File: config.mk
export PLATFORM = sky130hd
export DESIGN_NAME = sphere_highlight_light_direction_flat
export DESIGN_NICKNAME = d
export VERILOG_FILES = /design/src/design/shl_pkg.sv /design/src/design/shl_req_if.sv /design/src/design/shl_rsp_if.sv /design/src/design/shl_csr.sv /design/src/design/shl_lane.sv /design/src/design/shl_div.sv /design/src/design/shl_isqrt.sv /design/src/design/sphere_highlight_light_direction.sv /design/src/flat_wrapper.sv
export SDC_FILE = /design/constraint.sdc
export NUM_CORES = 2
export LEC_CHECK = 0
export ABC_AREA = 1
export BUFFER_PORTS_ARGS = -buffer_cell sky130_fd_sc_hd__buf_2
export CELL_PAD_IN_SITES_DETAIL_PLACEMENT = 0
export CELL_PAD_IN_SITES_GLOBAL_PLACEMENT = 1
export CORE_AREA = 2 2 461 349
export CTS_BUF_LIST = sky130_fd_sc_hd__clkbuf_16
export CTS_CLUSTER_DIAMETER = 80
export DETAILED_ROUTE_END_ITERATION = 10
export DIE_AREA = 0 0 463 351
export PLACE_DENSITY_LB_ADDON = 0.1
export SYNTH_ARGS = -nofsm -noshare
export SYNTH_HDL_FRONTEND = slang
export SYNTH_SLANG_ARGS = --single-unit
export TNS_END_PERCENT = 30
File: constraint.sdc
create_clock -name clock -period 6.9 [get_ports clock]
set_input_delay 1.38 -clock clock [delete_from_list [all_inputs] [get_ports clock]]
set_output_delay 1.38 -clock clock [all_outputs]
set_load 0.01 [all_outputs]
File: src/design/shl_pkg.sv
// Shared types, widths and codes for the sphere highlight light direction block.
// No dependencies; every other file of the block imports this package.

package shl_pkg;

   // Field widths
   localparam int PixW     = 8;              // pixel value
   localparam int PosW     = 10;             // row or column
   localparam int IdxW     = 2;              // image index
   localparam int DirW     = 17;             // signed direction component
   localparam int CsrDataW = 32;
   localparam int NumRegs  = 3;
   localparam int CsrAddrW = $clog2(NumRegs * 4);

   // Frame geometry and image count
   localparam int MaxDim       = 1024;       // positions at or beyond are not tracked
   localparam int NumImagesDef = 3;
   localparam int MaxEmit      = 3;          // images that have a pixel field

   // Datapath widths
   localparam int VaxW   = PixW + PosW;      // value times offset
   localparam int ProdW  = 2 * VaxW;         // squared scaled offset
   localparam int Z2W    = 2 * PosW;         // r^2 and r^2 - d2
   localparam int M2W    = 2 * PosW + 1;     // d2 or r^2
   localparam int FracSh = 16;               // 8 fractional bits, squared
   localparam int NumW   = ProdW + FracSh;   // dividend
   localparam int QW     = 32;               // quotient never exceeds (255*256)^2
   localparam int RootW  = QW / 2;

   // Register map
   typedef enum logic [1:0] {
      REG_CENTER_COL    = 2'd0,
      REG_CENTER_ROW    = 2'd1,
      REG_SPHERE_RADIUS = 2'd2
   } shl_reg_type;

   // Direction component in progress
   typedef enum logic [1:0] {
      COMP_X = 2'd0,
      COMP_Y = 2'd1,
      COMP_Z = 2'd2
   } shl_comp_type;

   // Result sequencer states
   typedef enum logic [3:0] {
      ST_IDLE,
      ST_PREP1,
      ST_PREP2,
      ST_PREP3,
      ST_PREP4,
      ST_PREP5,
      ST_LAUNCH,
      ST_DIV,
      ST_SQRT,
      ST_EMIT
   } shl_state_type;

   typedef struct packed {
      logic [PosW-1:0] center_col;
      logic [PosW-1:0] center_row;
      logic [PosW-1:0] sphere_radius;
   } shl_cfg_type;

   typedef struct packed {
      logic [PixW-1:0] value;
      logic [PosW-1:0] row;
      logic [PosW-1:0] col;
   } shl_best_type;

endpackage

File: src/design/shl_req_if.sv
// Pixel channel: valid/ready handshake carrying one raster position of all images.
// Depends on shl_pkg for field widths.

interface shl_req_if
   import shl_pkg::*;
   ();

   logic            valid;
   logic            ready;
   logic [PixW-1:0] pixel_a;
   logic [PixW-1:0] pixel_b;
   logic [PixW-1:0] pixel_c;
   logic [PosW-1:0] pix_row;
   logic [PosW-1:0] pix_col;
   logic            frame_end;

   modport source (
      output valid, pixel_a, pixel_b, pixel_c, pix_row, pix_col, frame_end,
      input  ready
   );

   modport sink (
      input  valid, pixel_a, pixel_b, pixel_c, pix_row, pix_col, frame_end,
      output ready
   );

endinterface

File: src/design/shl_rsp_if.sv
// Result channel: valid/ready handshake carrying one light direction per image.
// Depends on shl_pkg for field widths.

interface shl_rsp_if
   import shl_pkg::*;
   ();

   logic                   valid;
   logic                   ready;
   logic [IdxW-1:0]        image_index;
   logic signed [DirW-1:0] dir_x;
   logic signed [DirW-1:0] dir_y;
   logic signed [DirW-1:0] dir_z;
   logic                   outside_sphere;
   logic                   run_last;

   modport source (
      output valid, image_index, dir_x, dir_y, dir_z, outside_sphere, run_last,
      input  ready
   );

   modport sink (
      input  valid, image_index, dir_x, dir_y, dir_z, outside_sphere, run_last,
      output ready
   );

endinterface

File: src/design/shl_csr.sv
// APB-style register file for sphere centre and radius.
// Depends on shl_pkg for the register map and configuration struct.

module shl_csr
   import shl_pkg::*;
   (
   input  logic                clock,
   input  logic                reset,
   input  logic                csr_psel,
   input  logic                csr_penable,
   input  logic                csr_pwrite,
   input  logic [CsrAddrW-1:0] csr_paddr,
   input  logic [CsrDataW-1:0] csr_pwdata,
   output logic [CsrDataW-1:0] csr_prdata,
   output logic                csr_pready,
   output shl_cfg_type         cfg
   );

   shl_cfg_type     cfg_ff, cfg_in;
   logic [1:0]      reg_idx;
   logic            wr_en;

   assign reg_idx    = csr_paddr[CsrAddrW-1:2];
   assign wr_en      = csr_psel && csr_penable && csr_pwrite;
   assign csr_pready = 1'b1;
   assign cfg        = cfg_ff;

   // Decode the write transfer
   always_comb begin
      cfg_in = cfg_ff;
      if (wr_en) begin
         unique case (reg_idx)
            REG_CENTER_COL:    cfg_in.center_col    = csr_pwdata[PosW-1:0];
            REG_CENTER_ROW:    cfg_in.center_row    = csr_pwdata[PosW-1:0];
            REG_SPHERE_RADIUS: cfg_in.sphere_radius = csr_pwdata[PosW-1:0];
            default:           cfg_in = cfg_ff;
         endcase
      end
   end

   always_ff @(posedge clock) begin
      if (reset) begin
         cfg_ff <= '0;
      end else begin
         cfg_ff <= cfg_in;
      end
   end

   // Read back
   always_comb begin
      unique case (reg_idx)
         REG_CENTER_COL:    csr_prdata = {{(CsrDataW-PosW){1'b0}}, cfg_ff.center_col};
         REG_CENTER_ROW:    csr_prdata = {{(CsrDataW-PosW){1'b0}}, cfg_ff.center_row};
         REG_SPHERE_RADIUS: csr_prdata = {{(CsrDataW-PosW){1'b0}}, cfg_ff.sphere_radius};
         default:           csr_prdata = '0;
      endcase
   end

endmodule

File: src/design/shl_lane.sv
// One brightness tracker lane: keeps the first brightest pixel of one image.
// Depends on shl_pkg for the tracker struct.

module shl_lane
   import shl_pkg::*;
   (
   input  logic            clock,
   input  logic            reset,
   input  logic            update,
   input  logic            clear,
   input  logic [PixW-1:0] pixel,
   input  logic [PosW-1:0] row,
   input  logic [PosW-1:0] col,
   output shl_best_type    best
   );

   shl_best_type best_ff, best_in;

   assign best = best_ff;

   // Replace only on a strictly brighter pixel; drop everything at frame close
   always_comb begin
      best_in = best_ff;
      if (clear) begin
         best_in = '0;
      end else if (update && (pixel > best_ff.value)) begin
         best_in.value = pixel;
         best_in.row   = row;
         best_in.col   = col;
      end
   end

   always_ff @(posedge clock) begin
      if (reset) begin
         best_ff <= '0;
      end else begin
         best_ff <= best_in;
      end
   end

endmodule

File: src/design/shl_div.sv
// Restoring divider, one quotient bit per cycle.
// Depends on shl_pkg for operand widths.

module shl_div
   import shl_pkg::*;
   (
   input  logic            clock,
   input  logic            reset,
   input  logic            start,
   input  logic [NumW-1:0] dividend,
   input  logic [M2W-1:0]  divisor,
   output logic            done,
   output logic [QW-1:0]   quotient
   );

   localparam int CntW = $clog2(NumW);

   logic            busy_ff, busy_in;
   logic            done_ff, done_in;
   logic [CntW-1:0] cnt_ff, cnt_in;
   logic [M2W-1:0]  rem_ff, rem_in;
   logic [NumW-1:0] quo_ff, quo_in;
   logic [M2W-1:0]  dsr_ff, dsr_in;
   logic [M2W:0]    shifted;
   logic [M2W:0]    diff;
   logic            ge;

   // Bring down the next dividend bit and try the subtraction
   assign shifted = {rem_ff, quo_ff[NumW-1]};
   assign diff    = shifted - {1'b0, dsr_ff};
   assign ge      = shifted >= {1'b0, dsr_ff};

   assign done     = done_ff;
   assign quotient = quo_ff[QW-1:0];

   always_comb begin
      busy_in = busy_ff;
      done_in = 1'b0;
      cnt_in  = cnt_ff;
      rem_in  = rem_ff;
      quo_in  = quo_ff;
      dsr_in  = dsr_ff;
      if (start) begin
         busy_in = 1'b1;
         cnt_in  = CntW'(NumW - 1);
         rem_in  = '0;
         quo_in  = dividend;
         dsr_in  = divisor;
      end else if (busy_ff) begin
         rem_in = ge ? diff[M2W-1:0] : shifted[M2W-1:0];
         quo_in = {quo_ff[NumW-2:0], ge};
         cnt_in = cnt_ff - 1'b1;
         if (cnt_ff == '0) begin
            busy_in = 1'b0;
            done_in = 1'b1;
         end
      end
   end

   always_ff @(posedge clock) begin
      if (reset) begin
         busy_ff <= 1'b0;
         done_ff <= 1'b0;
         cnt_ff  <= '0;
      end else begin
         busy_ff <= busy_in;
         done_ff <= done_in;
         cnt_ff  <= cnt_in;
      end
   end

   always_ff @(posedge clock) begin
      rem_ff <= rem_in;
      quo_ff <= quo_in;
      dsr_ff <= dsr_in;
   end

endmodule

File: src/design/shl_isqrt.sv
// Digit-by-digit integer square root, one root bit per cycle, floor result.
// Depends on shl_pkg for operand widths.

module shl_isqrt
   import shl_pkg::*;
   (
   input  logic             clock,
   input  logic             reset,
   input  logic             start,
   input  logic [QW-1:0]    radicand,
   output logic             done,
   output logic [RootW-1:0] root
   );

   localparam int CntW = $clog2(RootW);

   logic             busy_ff, busy_in;
   logic             done_ff, done_in;
   logic [CntW-1:0]  cnt_ff, cnt_in;
   logic [QW-1:0]    rad_ff, rad_in;
   logic [RootW-1:0] root_ff, root_in;
   logic [RootW:0]   rem_ff, rem_in;
   logic [RootW+2:0] rem_sh;
   logic [RootW+2:0] trial;
   logic [RootW+2:0] diff;
   logic             ge;

   // Bring down two radicand bits and test root*4+1
   assign rem_sh = {rem_ff, rad_ff[QW-1 -: 2]};
   assign trial  = {1'b0, root_ff, 2'b01};
   assign diff   = rem_sh - trial;
   assign ge     = rem_sh >= trial;

   assign done = done_ff;
   assign root = root_ff;

   always_comb begin
      busy_in = busy_ff;
      done_in = 1'b0;
      cnt_in  = cnt_ff;
      rad_in  = rad_ff;
      root_in = root_ff;
      rem_in  = rem_ff;
      if (start) begin
         busy_in = 1'b1;
         cnt_in  = CntW'(RootW - 1);
         rad_in  = radicand;
         root_in = '0;
         rem_in  = '0;
      end else if (busy_ff) begin
         rem_in  = ge ? diff[RootW:0] : rem_sh[RootW:0];
         root_in = {root_ff[RootW-2:0], ge};
         rad_in  = {rad_ff[QW-3:0], 2'b00};
         cnt_in  = cnt_ff - 1'b1;
         if (cnt_ff == '0) begin
            busy_in = 1'b0;
            done_in = 1'b1;
         end
      end
   end

   always_ff @(posedge clock) begin
      if (reset) begin
         busy_ff <= 1'b0;
         done_ff <= 1'b0;
         cnt_ff  <= '0;
      end else begin
         busy_ff <= busy_in;
         done_ff <= done_in;
         cnt_ff  <= cnt_in;
      end
   end

   always_ff @(posedge clock) begin
      rad_ff  <= rad_in;
      root_ff <= root_in;
      rem_ff  <= rem_in;
   end

endmodule

File: src/design/sphere_highlight_light_direction.sv
// Light direction from the highlight on a specular sphere: top level.
// Depends on shl_pkg, shl_req_if, shl_rsp_if, shl_csr, shl_lane, shl_div, shl_isqrt.
//
// Usage
//   req_ch carries one raster position of up to three images per transfer
//   (pixel_a/b/c, pix_row, pix_col, frame_end). Each image has its own tracker
//   lane that keeps the first brightest pixel. Pixels are taken one per cycle
//   while idle. A transfer with frame_end set closes the frame: req_ch.ready
//   drops and a shared sequencer works through the lanes, image 0 first,
//   emitting one rsp_ch transfer per image; run_last marks the final one.
//   Per image: the ST_PREP setup states form squares and products, then for
//   each of x, y and z a serial divide (one quotient bit per cycle) and a
//   serial square root; both are skipped when the magnitude is zero.
//   The divider takes the largest share of the time per image.
//   Results sit in an output register; while the receiver stalls the
//   sequencer holds the next result and the trackers, and pixel input stays
//   closed until the last result of the frame is loaded into that register.
//   Reset (synchronous) clears the trackers, the centre and radius registers
//   and any pending result. Centre and radius are written through the csr_
//   port; the user must write them between frames, the block does not enforce it.

module sphere_highlight_light_direction
   import shl_pkg::*;
   #(
   parameter int NUM_IMAGES = NumImagesDef
   )
   (
   input  logic                clock,
   input  logic                reset,
   shl_req_if.sink             req_ch,
   shl_rsp_if.source           rsp_ch,
   input  logic                csr_psel,
   input  logic                csr_penable,
   input  logic                csr_pwrite,
   input  logic [CsrAddrW-1:0] csr_paddr,
   input  logic [CsrDataW-1:0] csr_pwdata,
   output logic [CsrDataW-1:0] csr_prdata,
   output logic                csr_pready
   );

   localparam int NumLanes = (NUM_IMAGES < MaxEmit) ? NUM_IMAGES : MaxEmit;

   shl_cfg_type     cfg;
   shl_best_type    best [NumLanes];
   shl_best_type    sel;
   logic [PixW-1:0] lane_pix [MaxEmit];
   logic            req_fire;
   logic            in_range;
   logic            track;
   logic            clear_trk;

   shl_state_type   state_ff, state_in;
   logic [IdxW-1:0] lane_ff, lane_in;
   shl_comp_type    comp_ff, comp_in;
   logic            div_start;
   logic            sqrt_start;
   logic            emit_load;
   logic            last_lane;
   logic            slot_free;
   logic            div_done;
   logic            sqrt_done;
   logic [QW-1:0]   div_quo;
   logic [RootW-1:0] sqrt_root;
   logic [NumW-1:0] dividend;

   // Per-image working registers
   logic [PixW-1:0]  v_ff;
   logic [PosW-1:0]  ax_ff, ay_ff;
   logic             negx_ff, negy_ff;
   logic [Z2W-1:0]   ax2_ff, ay2_ff, r2_ff, z2_ff;
   logic [VaxW-1:0]  vax_ff, vay_ff;
   logic [2*PixW-1:0] vv_ff;
   logic [M2W-1:0]   d2_ff, m2_ff;
   logic [ProdW-1:0] nx2_ff, ny2_ff, nz2_ff;
   logic             outside_ff;
   logic [RootW-1:0] qx_ff, qy_ff, qz_ff;

   // Output register
   logic                   rsp_valid_ff, rsp_valid_in;
   logic [IdxW-1:0]        rsp_index_ff;
   logic signed [DirW-1:0] rsp_x_ff, rsp_y_ff, rsp_z_ff;
   logic                   rsp_outside_ff;
   logic                   rsp_last_ff;
   logic signed [DirW-1:0] mag_x, mag_y, mag_z;

   shl_csr u_csr (
      .clock       (clock),
      .reset       (reset),
      .csr_psel    (csr_psel),
      .csr_penable (csr_penable),
      .csr_pwrite  (csr_pwrite),
      .csr_paddr   (csr_paddr),
      .csr_pwdata  (csr_pwdata),
      .csr_prdata  (csr_prdata),
      .csr_pready  (csr_pready),
      .cfg         (cfg)
   );

   // Accept pixels only while no frame is being closed
   assign req_ch.ready = (state_ff == ST_IDLE);
   assign req_fire     = req_ch.valid && req_ch.ready;
   assign in_range     = (int'(req_ch.pix_row) < MaxDim) && (int'(req_ch.pix_col) < MaxDim);
   assign track        = req_fire && in_range;
   assign last_lane    = (lane_ff == IdxW'(NumLanes - 1));
   assign clear_trk    = emit_load && last_lane;

   assign lane_pix[0] = req_ch.pixel_a;
   assign lane_pix[1] = req_ch.pixel_b;
   assign lane_pix[2] = req_ch.pixel_c;

   // Tracker lanes, one per image
   for (genvar i = 0; i < NumLanes; i++) begin : g_lane
      shl_lane u_lane (
         .clock  (clock),
         .reset  (reset),
         .update (track),
         .clear  (clear_trk),
         .pixel  (lane_pix[i]),
         .row    (req_ch.pix_row),
         .col    (req_ch.pix_col),
         .best   (best[i])
      );
   end

   // Merge: pick the lane being reported
   always_comb begin
      sel = '0;
      for (int i = 0; i < NumLanes; i++) begin
         if (lane_ff == IdxW'(i)) begin
            sel = best[i];
         end
      end
   end

   // Dividend for the component in progress
   always_comb begin
      case (comp_ff)
         COMP_X:  dividend = {nx2_ff, {FracSh{1'b0}}};
         COMP_Y:  dividend = {ny2_ff, {FracSh{1'b0}}};
         default: dividend = {nz2_ff, {FracSh{1'b0}}};
      endcase
   end

   shl_div u_div (
      .clock    (clock),
      .reset    (reset),
      .start    (div_start),
      .dividend (dividend),
      .divisor  (m2_ff),
      .done     (div_done),
      .quotient (div_quo)
   );

   shl_isqrt u_isqrt (
      .clock    (clock),
      .reset    (reset),
      .start    (sqrt_start),
      .radicand (div_quo),
      .done     (sqrt_done),
      .root     (sqrt_root)
   );

   assign slot_free = !rsp_valid_ff || rsp_ch.ready;

   // Sequencer: next state and strobes
   always_comb begin
      state_in   = state_ff;
      lane_in    = lane_ff;
      comp_in    = comp_ff;
      div_start  = 1'b0;
      sqrt_start = 1'b0;
      emit_load  = 1'b0;
      unique case (state_ff)
         ST_IDLE: begin
            if (req_fire && req_ch.frame_end) begin
               state_in = ST_PREP1;
               lane_in  = '0;
            end
         end
         ST_PREP1: state_in = ST_PREP2;
         ST_PREP2: state_in = ST_PREP3;
         ST_PREP3: state_in = ST_PREP4;
         ST_PREP4: state_in = ST_PREP5;
         ST_PREP5: begin
            comp_in = COMP_X;
            if (m2_ff == '0) begin
               state_in = ST_EMIT;
            end else begin
               state_in = ST_LAUNCH;
            end
         end
         ST_LAUNCH: begin
            div_start = 1'b1;
            state_in  = ST_DIV;
         end
         ST_DIV: begin
            if (div_done) begin
               sqrt_start = 1'b1;
               state_in   = ST_SQRT;
            end
         end
         ST_SQRT: begin
            if (sqrt_done) begin
               case (comp_ff)
                  COMP_X: begin
                     comp_in  = COMP_Y;
                     state_in = ST_LAUNCH;
                  end
                  COMP_Y: begin
                     comp_in  = COMP_Z;
                     state_in = ST_LAUNCH;
                  end
                  default: state_in = ST_EMIT;
               endcase
            end
         end
         ST_EMIT: begin
            if (slot_free) begin
               emit_load = 1'b1;
               if (last_lane) begin
                  state_in = ST_IDLE;
               end else begin
                  lane_in  = lane_ff + 1'b1;
                  state_in = ST_PREP1;
               end
            end
         end
         default: state_in = ST_IDLE;
      endcase
   end

   always_ff @(posedge clock) begin
      if (reset) begin
         state_ff <= ST_IDLE;
         lane_ff  <= '0;
         comp_ff  <= COMP_X;
      end else begin
         state_ff <= state_in;
         lane_ff  <= lane_in;
         comp_ff  <= comp_in;
      end
   end

   // Setup pipeline: offsets, squares, magnitude and the three numerators
   always_ff @(posedge clock) begin
      case (state_ff)
         ST_PREP1: begin
            v_ff    <= sel.value;
            negx_ff <= sel.col < cfg.center_col;
            negy_ff <= sel.row < cfg.center_row;
            ax_ff   <= (sel.col < cfg.center_col) ? cfg.center_col - sel.col
                                                  : sel.col - cfg.center_col;
            ay_ff   <= (sel.row < cfg.center_row) ? cfg.center_row - sel.row
                                                  : sel.row - cfg.center_row;
         end
         ST_PREP2: begin
            ax2_ff <= Z2W'(ax_ff) * Z2W'(ax_ff);
            ay2_ff <= Z2W'(ay_ff) * Z2W'(ay_ff);
            vax_ff <= VaxW'(v_ff) * VaxW'(ax_ff);
            vay_ff <= VaxW'(v_ff) * VaxW'(ay_ff);
            vv_ff  <= (2*PixW)'(v_ff) * (2*PixW)'(v_ff);
            r2_ff  <= Z2W'(cfg.sphere_radius) * Z2W'(cfg.sphere_radius);
         end
         ST_PREP3: begin
            d2_ff  <= {1'b0, ax2_ff} + {1'b0, ay2_ff};
            nx2_ff <= ProdW'(vax_ff) * ProdW'(vax_ff);
            ny2_ff <= ProdW'(vay_ff) * ProdW'(vay_ff);
         end
         ST_PREP4: begin
            outside_ff <= d2_ff > {1'b0, r2_ff};
            if (d2_ff > {1'b0, r2_ff}) begin
               z2_ff <= '0;
               m2_ff <= d2_ff;
            end else begin
               z2_ff <= r2_ff - d2_ff[Z2W-1:0];
               m2_ff <= {1'b0, r2_ff};
            end
         end
         ST_PREP5: begin
            nz2_ff <= ProdW'(vv_ff) * ProdW'(z2_ff);
         end
         default: begin
            nz2_ff <= nz2_ff;
         end
      endcase
   end

   // Capture roots; clear them first so a zero magnitude reports zeros
   always_ff @(posedge clock) begin
      if (state_ff == ST_PREP5) begin
         qx_ff <= '0;
         qy_ff <= '0;
         qz_ff <= '0;
      end else if ((state_ff == ST_SQRT) && sqrt_done) begin
         case (comp_ff)
            COMP_X:  qx_ff <= sqrt_root;
            COMP_Y:  qy_ff <= sqrt_root;
            default: qz_ff <= sqrt_root;
         endcase
      end
   end

   // Zero-extend the roots; signs are applied when the output register loads
   assign mag_x = {1'b0, qx_ff};
   assign mag_y = {1'b0, qy_ff};
   assign mag_z = {1'b0, qz_ff};

   // Output register: load a result, drop valid once the transfer completes
   always_comb begin
      rsp_valid_in = rsp_valid_ff;
      if (emit_load) begin
         rsp_valid_in = 1'b1;
      end else if (rsp_ch.ready) begin
         rsp_valid_in = 1'b0;
      end
   end

   always_ff @(posedge clock) begin
      if (reset) begin
         rsp_valid_ff <= 1'b0;
      end else begin
         rsp_valid_ff <= rsp_valid_in;
      end
   end

   always_ff @(posedge clock) begin
      if (emit_load) begin
         rsp_index_ff   <= lane_ff;
         rsp_x_ff       <= negx_ff ? -mag_x : mag_x;
         rsp_y_ff       <= negy_ff ? -mag_y : mag_y;
         rsp_z_ff       <= mag_z;
         rsp_outside_ff <= outside_ff;
         rsp_last_ff    <= last_lane;
      end
   end

   assign rsp_ch.valid          = rsp_valid_ff;
   assign rsp_ch.image_index    = rsp_index_ff;
   assign rsp_ch.dir_x          = rsp_x_ff;
   assign rsp_ch.dir_y          = rsp_y_ff;
   assign rsp_ch.dir_z          = rsp_z_ff;
   assign rsp_ch.outside_sphere = rsp_outside_ff;
   assign rsp_ch.run_last       = rsp_last_ff;

endmodule
File: src/flat_wrapper.sv
// flat-port wrapper written by rule: the top's interface ports become plain ports
module sphere_highlight_light_direction_flat import shl_pkg::*;
#(
   parameter int NUM_IMAGES = NumImagesDef
   )
  (clock, reset, csr_psel, csr_penable, csr_pwrite, csr_paddr, csr_pwdata, csr_prdata, csr_pready, req_ch_valid, req_ch_pixel_a, req_ch_pixel_b, req_ch_pixel_c, req_ch_pix_row, req_ch_pix_col, req_ch_frame_end, req_ch_ready, rsp_ch_valid, rsp_ch_image_index, rsp_ch_dir_x, rsp_ch_dir_y, rsp_ch_dir_z, rsp_ch_outside_sphere, rsp_ch_run_last, rsp_ch_ready);
  shl_req_if req_ch_i ();
  shl_rsp_if rsp_ch_i ();
  input  logic clock;
  input  logic reset;
  input  logic csr_psel;
  input  logic csr_penable;
  input  logic csr_pwrite;
  input  logic [CsrAddrW-1:0] csr_paddr;
  input  logic [CsrDataW-1:0] csr_pwdata;
  output logic [CsrDataW-1:0] csr_prdata;
  output logic csr_pready;
  input wire logic [$bits(req_ch_i.valid)-1:0] req_ch_valid;
  input wire logic [$bits(req_ch_i.pixel_a)-1:0] req_ch_pixel_a;
  input wire logic [$bits(req_ch_i.pixel_b)-1:0] req_ch_pixel_b;
  input wire logic [$bits(req_ch_i.pixel_c)-1:0] req_ch_pixel_c;
  input wire logic [$bits(req_ch_i.pix_row)-1:0] req_ch_pix_row;
  input wire logic [$bits(req_ch_i.pix_col)-1:0] req_ch_pix_col;
  input wire logic [$bits(req_ch_i.frame_end)-1:0] req_ch_frame_end;
  output wire logic [$bits(req_ch_i.ready)-1:0] req_ch_ready;
  output wire logic [$bits(rsp_ch_i.valid)-1:0] rsp_ch_valid;
  output wire logic [$bits(rsp_ch_i.image_index)-1:0] rsp_ch_image_index;
  output wire logic [$bits(rsp_ch_i.dir_x)-1:0] rsp_ch_dir_x;
  output wire logic [$bits(rsp_ch_i.dir_y)-1:0] rsp_ch_dir_y;
  output wire logic [$bits(rsp_ch_i.dir_z)-1:0] rsp_ch_dir_z;
  output wire logic [$bits(rsp_ch_i.outside_sphere)-1:0] rsp_ch_outside_sphere;
  output wire logic [$bits(rsp_ch_i.run_last)-1:0] rsp_ch_run_last;
  input wire logic [$bits(rsp_ch_i.ready)-1:0] rsp_ch_ready;
  assign req_ch_i.valid = req_ch_valid;
  assign req_ch_i.pixel_a = req_ch_pixel_a;
  assign req_ch_i.pixel_b = req_ch_pixel_b;
  assign req_ch_i.pixel_c = req_ch_pixel_c;
  assign req_ch_i.pix_row = req_ch_pix_row;
  assign req_ch_i.pix_col = req_ch_pix_col;
  assign req_ch_i.frame_end = req_ch_frame_end;
  assign req_ch_ready = req_ch_i.ready;
  assign rsp_ch_valid = rsp_ch_i.valid;
  assign rsp_ch_image_index = rsp_ch_i.image_index;
  assign rsp_ch_dir_x = rsp_ch_i.dir_x;
  assign rsp_ch_dir_y = rsp_ch_i.dir_y;
  assign rsp_ch_dir_z = rsp_ch_i.dir_z;
  assign rsp_ch_outside_sphere = rsp_ch_i.outside_sphere;
  assign rsp_ch_run_last = rsp_ch_i.run_last;
  assign rsp_ch_i.ready = rsp_ch_ready;
  sphere_highlight_light_direction #(.NUM_IMAGES(NUM_IMAGES)) u_core (.clock(clock), .reset(reset), .req_ch(req_ch_i), .rsp_ch(rsp_ch_i), .csr_psel(csr_psel), .csr_penable(csr_penable), .csr_pwrite(csr_pwrite), .csr_paddr(csr_paddr), .csr_pwdata(csr_pwdata), .csr_prdata(csr_prdata), .csr_pready(csr_pready));
endmodule
==> reports/metrics.cfg <==
[clocking]
hold_buffers=0
cts.reportedPaths.clkPinSlew_ps=60
clock-sinks=705
cts_tree=yes
clk_latency_ps=710
root_buffer=clkbuf_16
cts_setup_buffers=0
cts_buffers=79
cts_resized=0
htreeDepth=3
cts_buffer_depth=3

[timing]
min_period_over_period_pct=91.09
setup_ws_ps=614.8
period_needed_ps=6285
tns_ps=0
max_slew.worst_pin.slew_ps=1214
final-setup-viol-count=0
fmax_mhz=159.1
rsz0062_at_grt=no
drv_slew=0
fin_worst_skew_ps=37.22
slew_headroom_pct=18.98
hold_viol=0

[detailed_routing]
drtIter0Drc=4651
drc=0
routed_wl_mm=203.5
wire_per_inst_um=17.45
ant_nets=0
drt_first_pass_iters=6
viasPerCell=5.086
num_vias=59300

[grt]
grt_pass1_wl_mm=329.7
grt_usage_pct=25.61
grt_overflow_total=0
grt_pass1_vias=60150
grt_antenna_before_repair=6
grt_start_max_net_pins=85

[cells_and_area]
utilization_pct=52.73
nNetsFinal=11240
drive_gt1_share_pct=4.848
fill_cells=15140
stdcell_count=11660
syn2layout_area_growth_pct=6.360

[yosys]
ys_top_cells_by_count=inv_1 (2267), nand2_1 (2129), fa_1 (930), ha_1 (756), a21oi_1 (552)
ys.flop_type=edfxtp_1
synth-xor-area-share_pct=3.312
synth_area_um2=78540
synthArstFlopShare_pct=0
synth-edff-count=466
ys.warnings.count=0
synth_compound_area_share_pct=8.339
yosysMostFrequentCell=inv_1
synth_cells=9506
synth_simple_gate_area_share_pct=15.58
synth_top_area_cell=fa_1
synthAdderAreaFrac_pct=35.75
synthTopCellsByArea=fa_1 (24%), edfxtp_1 (18%), ha_1 (12%)
postSynthAreaPerCell_um2=8.262
ys_seq_area_share_pct=23.91
synth-seq-cells=705
muxShareOfSynthArea_pct=0
synth_top_family_by_area=adder cells
synth.distinct_cells=60
synth_top_area_share_pct=23.71

[place]
gp_congestion=0.9391
dp_slack_ps=712.3
portBuffers=129
placed_cells=11510
hpwlAfterDp_mm=163.9

[hold_path]
hp-class=register to register
hp-start=u_core.qz_ff[9]
hold_end=u_core.rsp_ch.dir_z[9]
hold_depth=0

[worst_setup_path]
reg2reg_to=u_core.nz2_ff[21]
cp_data_required_time_ps=7390
reg2reg_slack_ps=610
r2r_start=u_core.vv_ff[11]
crit_path_end_kind=register
worstSetupPathType=register to register
startpoint_type=register
worstPathMaxFanout=20
r2r_cells=16
arrival_ps=6780

[floorplanning]
dieWidth_um=463
die-height_um=351
ioPinCount=178
die-area_um2=162500
row_count=127
start_util_pct=49.57
core_um2=158400

[run_status]
status=finished, final reports clean

[flow_run]
drv_cap=0

## worst max path at each step
stage,startpoint,endpoint,slack (ps),cells past startpoint
floorplan,u_core.state_ff[0],u_core.ax2_ff[0],1230,3
global placement,u_core.vv_ff[10],u_core.nz2_ff[33],750,18
detailed placement,u_core.vv_ff[10],u_core.nz2_ff[27],710,18
CTS,u_core.vay_ff[7],u_core.ny2_ff[22],660,18
global route,u_core.vv_ff[11],u_core.nz2_ff[33],260,18
finish,u_core.vv_ff[11],u_core.nz2_ff[21],610,16
## metal layers
| metal | wire (um) | vias to the layer above | GRT usage, % | share of wire [%] |
|---|---|---|---|---|
| met1 | 98380 | 28530 | 37.95 | 48 |
| li1 | - | 29040 | - | - |
| met5 | 7 | - | 0 | 0.0034 |
| met4 | 3671 | 2 | 5.069 | 1.8 |
| met2 | 85660 | 1534 | 38.77 | 42 |
| met3 | 15740 | 200 | 5.282 | 7.7 |
## critical path: stages, from the launching register on
cell and delay [ps]:
edfxtp_1 1060, nand2_1 170, fa_1 550, inv_1 60, fa_1 560, fa_1 440
fa_1 460, fa_1 490, inv_1 50, fa_1 540, inv_1 60, ha_1 430
nand2_1 160, o21ai_0 430, nor2_1 100, a21oi_1 200, xor2_1 310
## kinds of logic (layout without fill, tap and decap cells)
kind of cell             after synthesis  after routing
AO/OA/AOI/OAI                       1142           1142
XOR/XNOR                             297            297
adder cells (fa/ha/maj)             1686           1686
buffers and inverters               2653           2653
flip-flops                           705            705
other                                  2             28
AND/OR/NAND/NOR                     3021           3021
## layout make-up
class / instances / area, um^2 / share of cell area (%)
clock inverter: 66 / 578.1 / 0.6920
tap: 2128 / 2663 / 3.187
antenna: 2 / 5.005 / 0.005992
timing repair buffer: 220 / 1329 / 1.591
sequential: 705 / 18780 / 22.48
multi-input combinational: 6172 / 49610 / 59.39
inverter: 2288 / 8593 / 10.29
clock buffer: 79 / 1977 / 2.367
## cell usage in the layout, fill, tap and decap left out, types with 11 or more instances in the layout
master / instances
nand3_1: 255
a31oi_1: 38
o21bai_1: 35
o21ai_0: 252
xnor2_1: 89
o211ai_1: 19
nand3b_1: 15
edfxtp_1: 466
clkbuf_16: 79
nand4_1: 66
a211oi_2: 14
a32oi_1: 16
ha_1: 756
clkinv_1: 19
a21o_1: 36
nand2_2: 32
o221ai_1: 12
a22oi_1: 16
inv_1: 2281
nor2_1: 411
inv_2: 19
nor4_1: 11
xor2_1: 208
fa_1: 930
nor3_1: 50
o22ai_1: 34
o21a_1: 25
nand2_1: 2129
dfxtp_1: 238
buf_4: 91
a21oi_2: 20
o21ai_1: 40
conb_1: 26
buf_2: 129
a21oi_1: 552
## sequential cells by signal, summed over array words and instances (netlist names), 17 cells and up
register and flops:
u_core.u_div.dsr_ff 21, u_core.ny2_ff 35, u_core.d2_ff 21, u_core.vay_ff 18, u_core.rsp_ch.dir_y 17, u_core.u_isqrt.rem_ff 17
u_core.vax_ff 18, u_core.u_csr.cfg 30, u_core.z2_ff 20, u_core.rsp_ch.dir_x 17, u_core.u_isqrt.rad_ff 32, u_core.r2_ff 19
u_core.u_div.quo_ff 52, u_core.ax2_ff 19, u_core.u_div.rem_ff 21, u_core.nx2_ff 35, u_core.m2_ff 21, u_core.ay2_ff 19
u_core.g_lane.u_lane.best 84, u_core.nz2_ff 36
## stage by stage
stage / hold WS (ps) / instance area (um^2)
6_report: 438.5 / 83530
4_1_cts: 438.8 / 83530
3_3_place_gp: 422.1 / 80970
2_1_floorplan: 400.3 / 78630
5_1_grt: 460.3 / 83530
3_5_place_dp: 421.9 / 80970
Power is left out: the tool's default activity adds up to more than one toggle a clock period on the data nets, which glitch-free logic cannot reach.
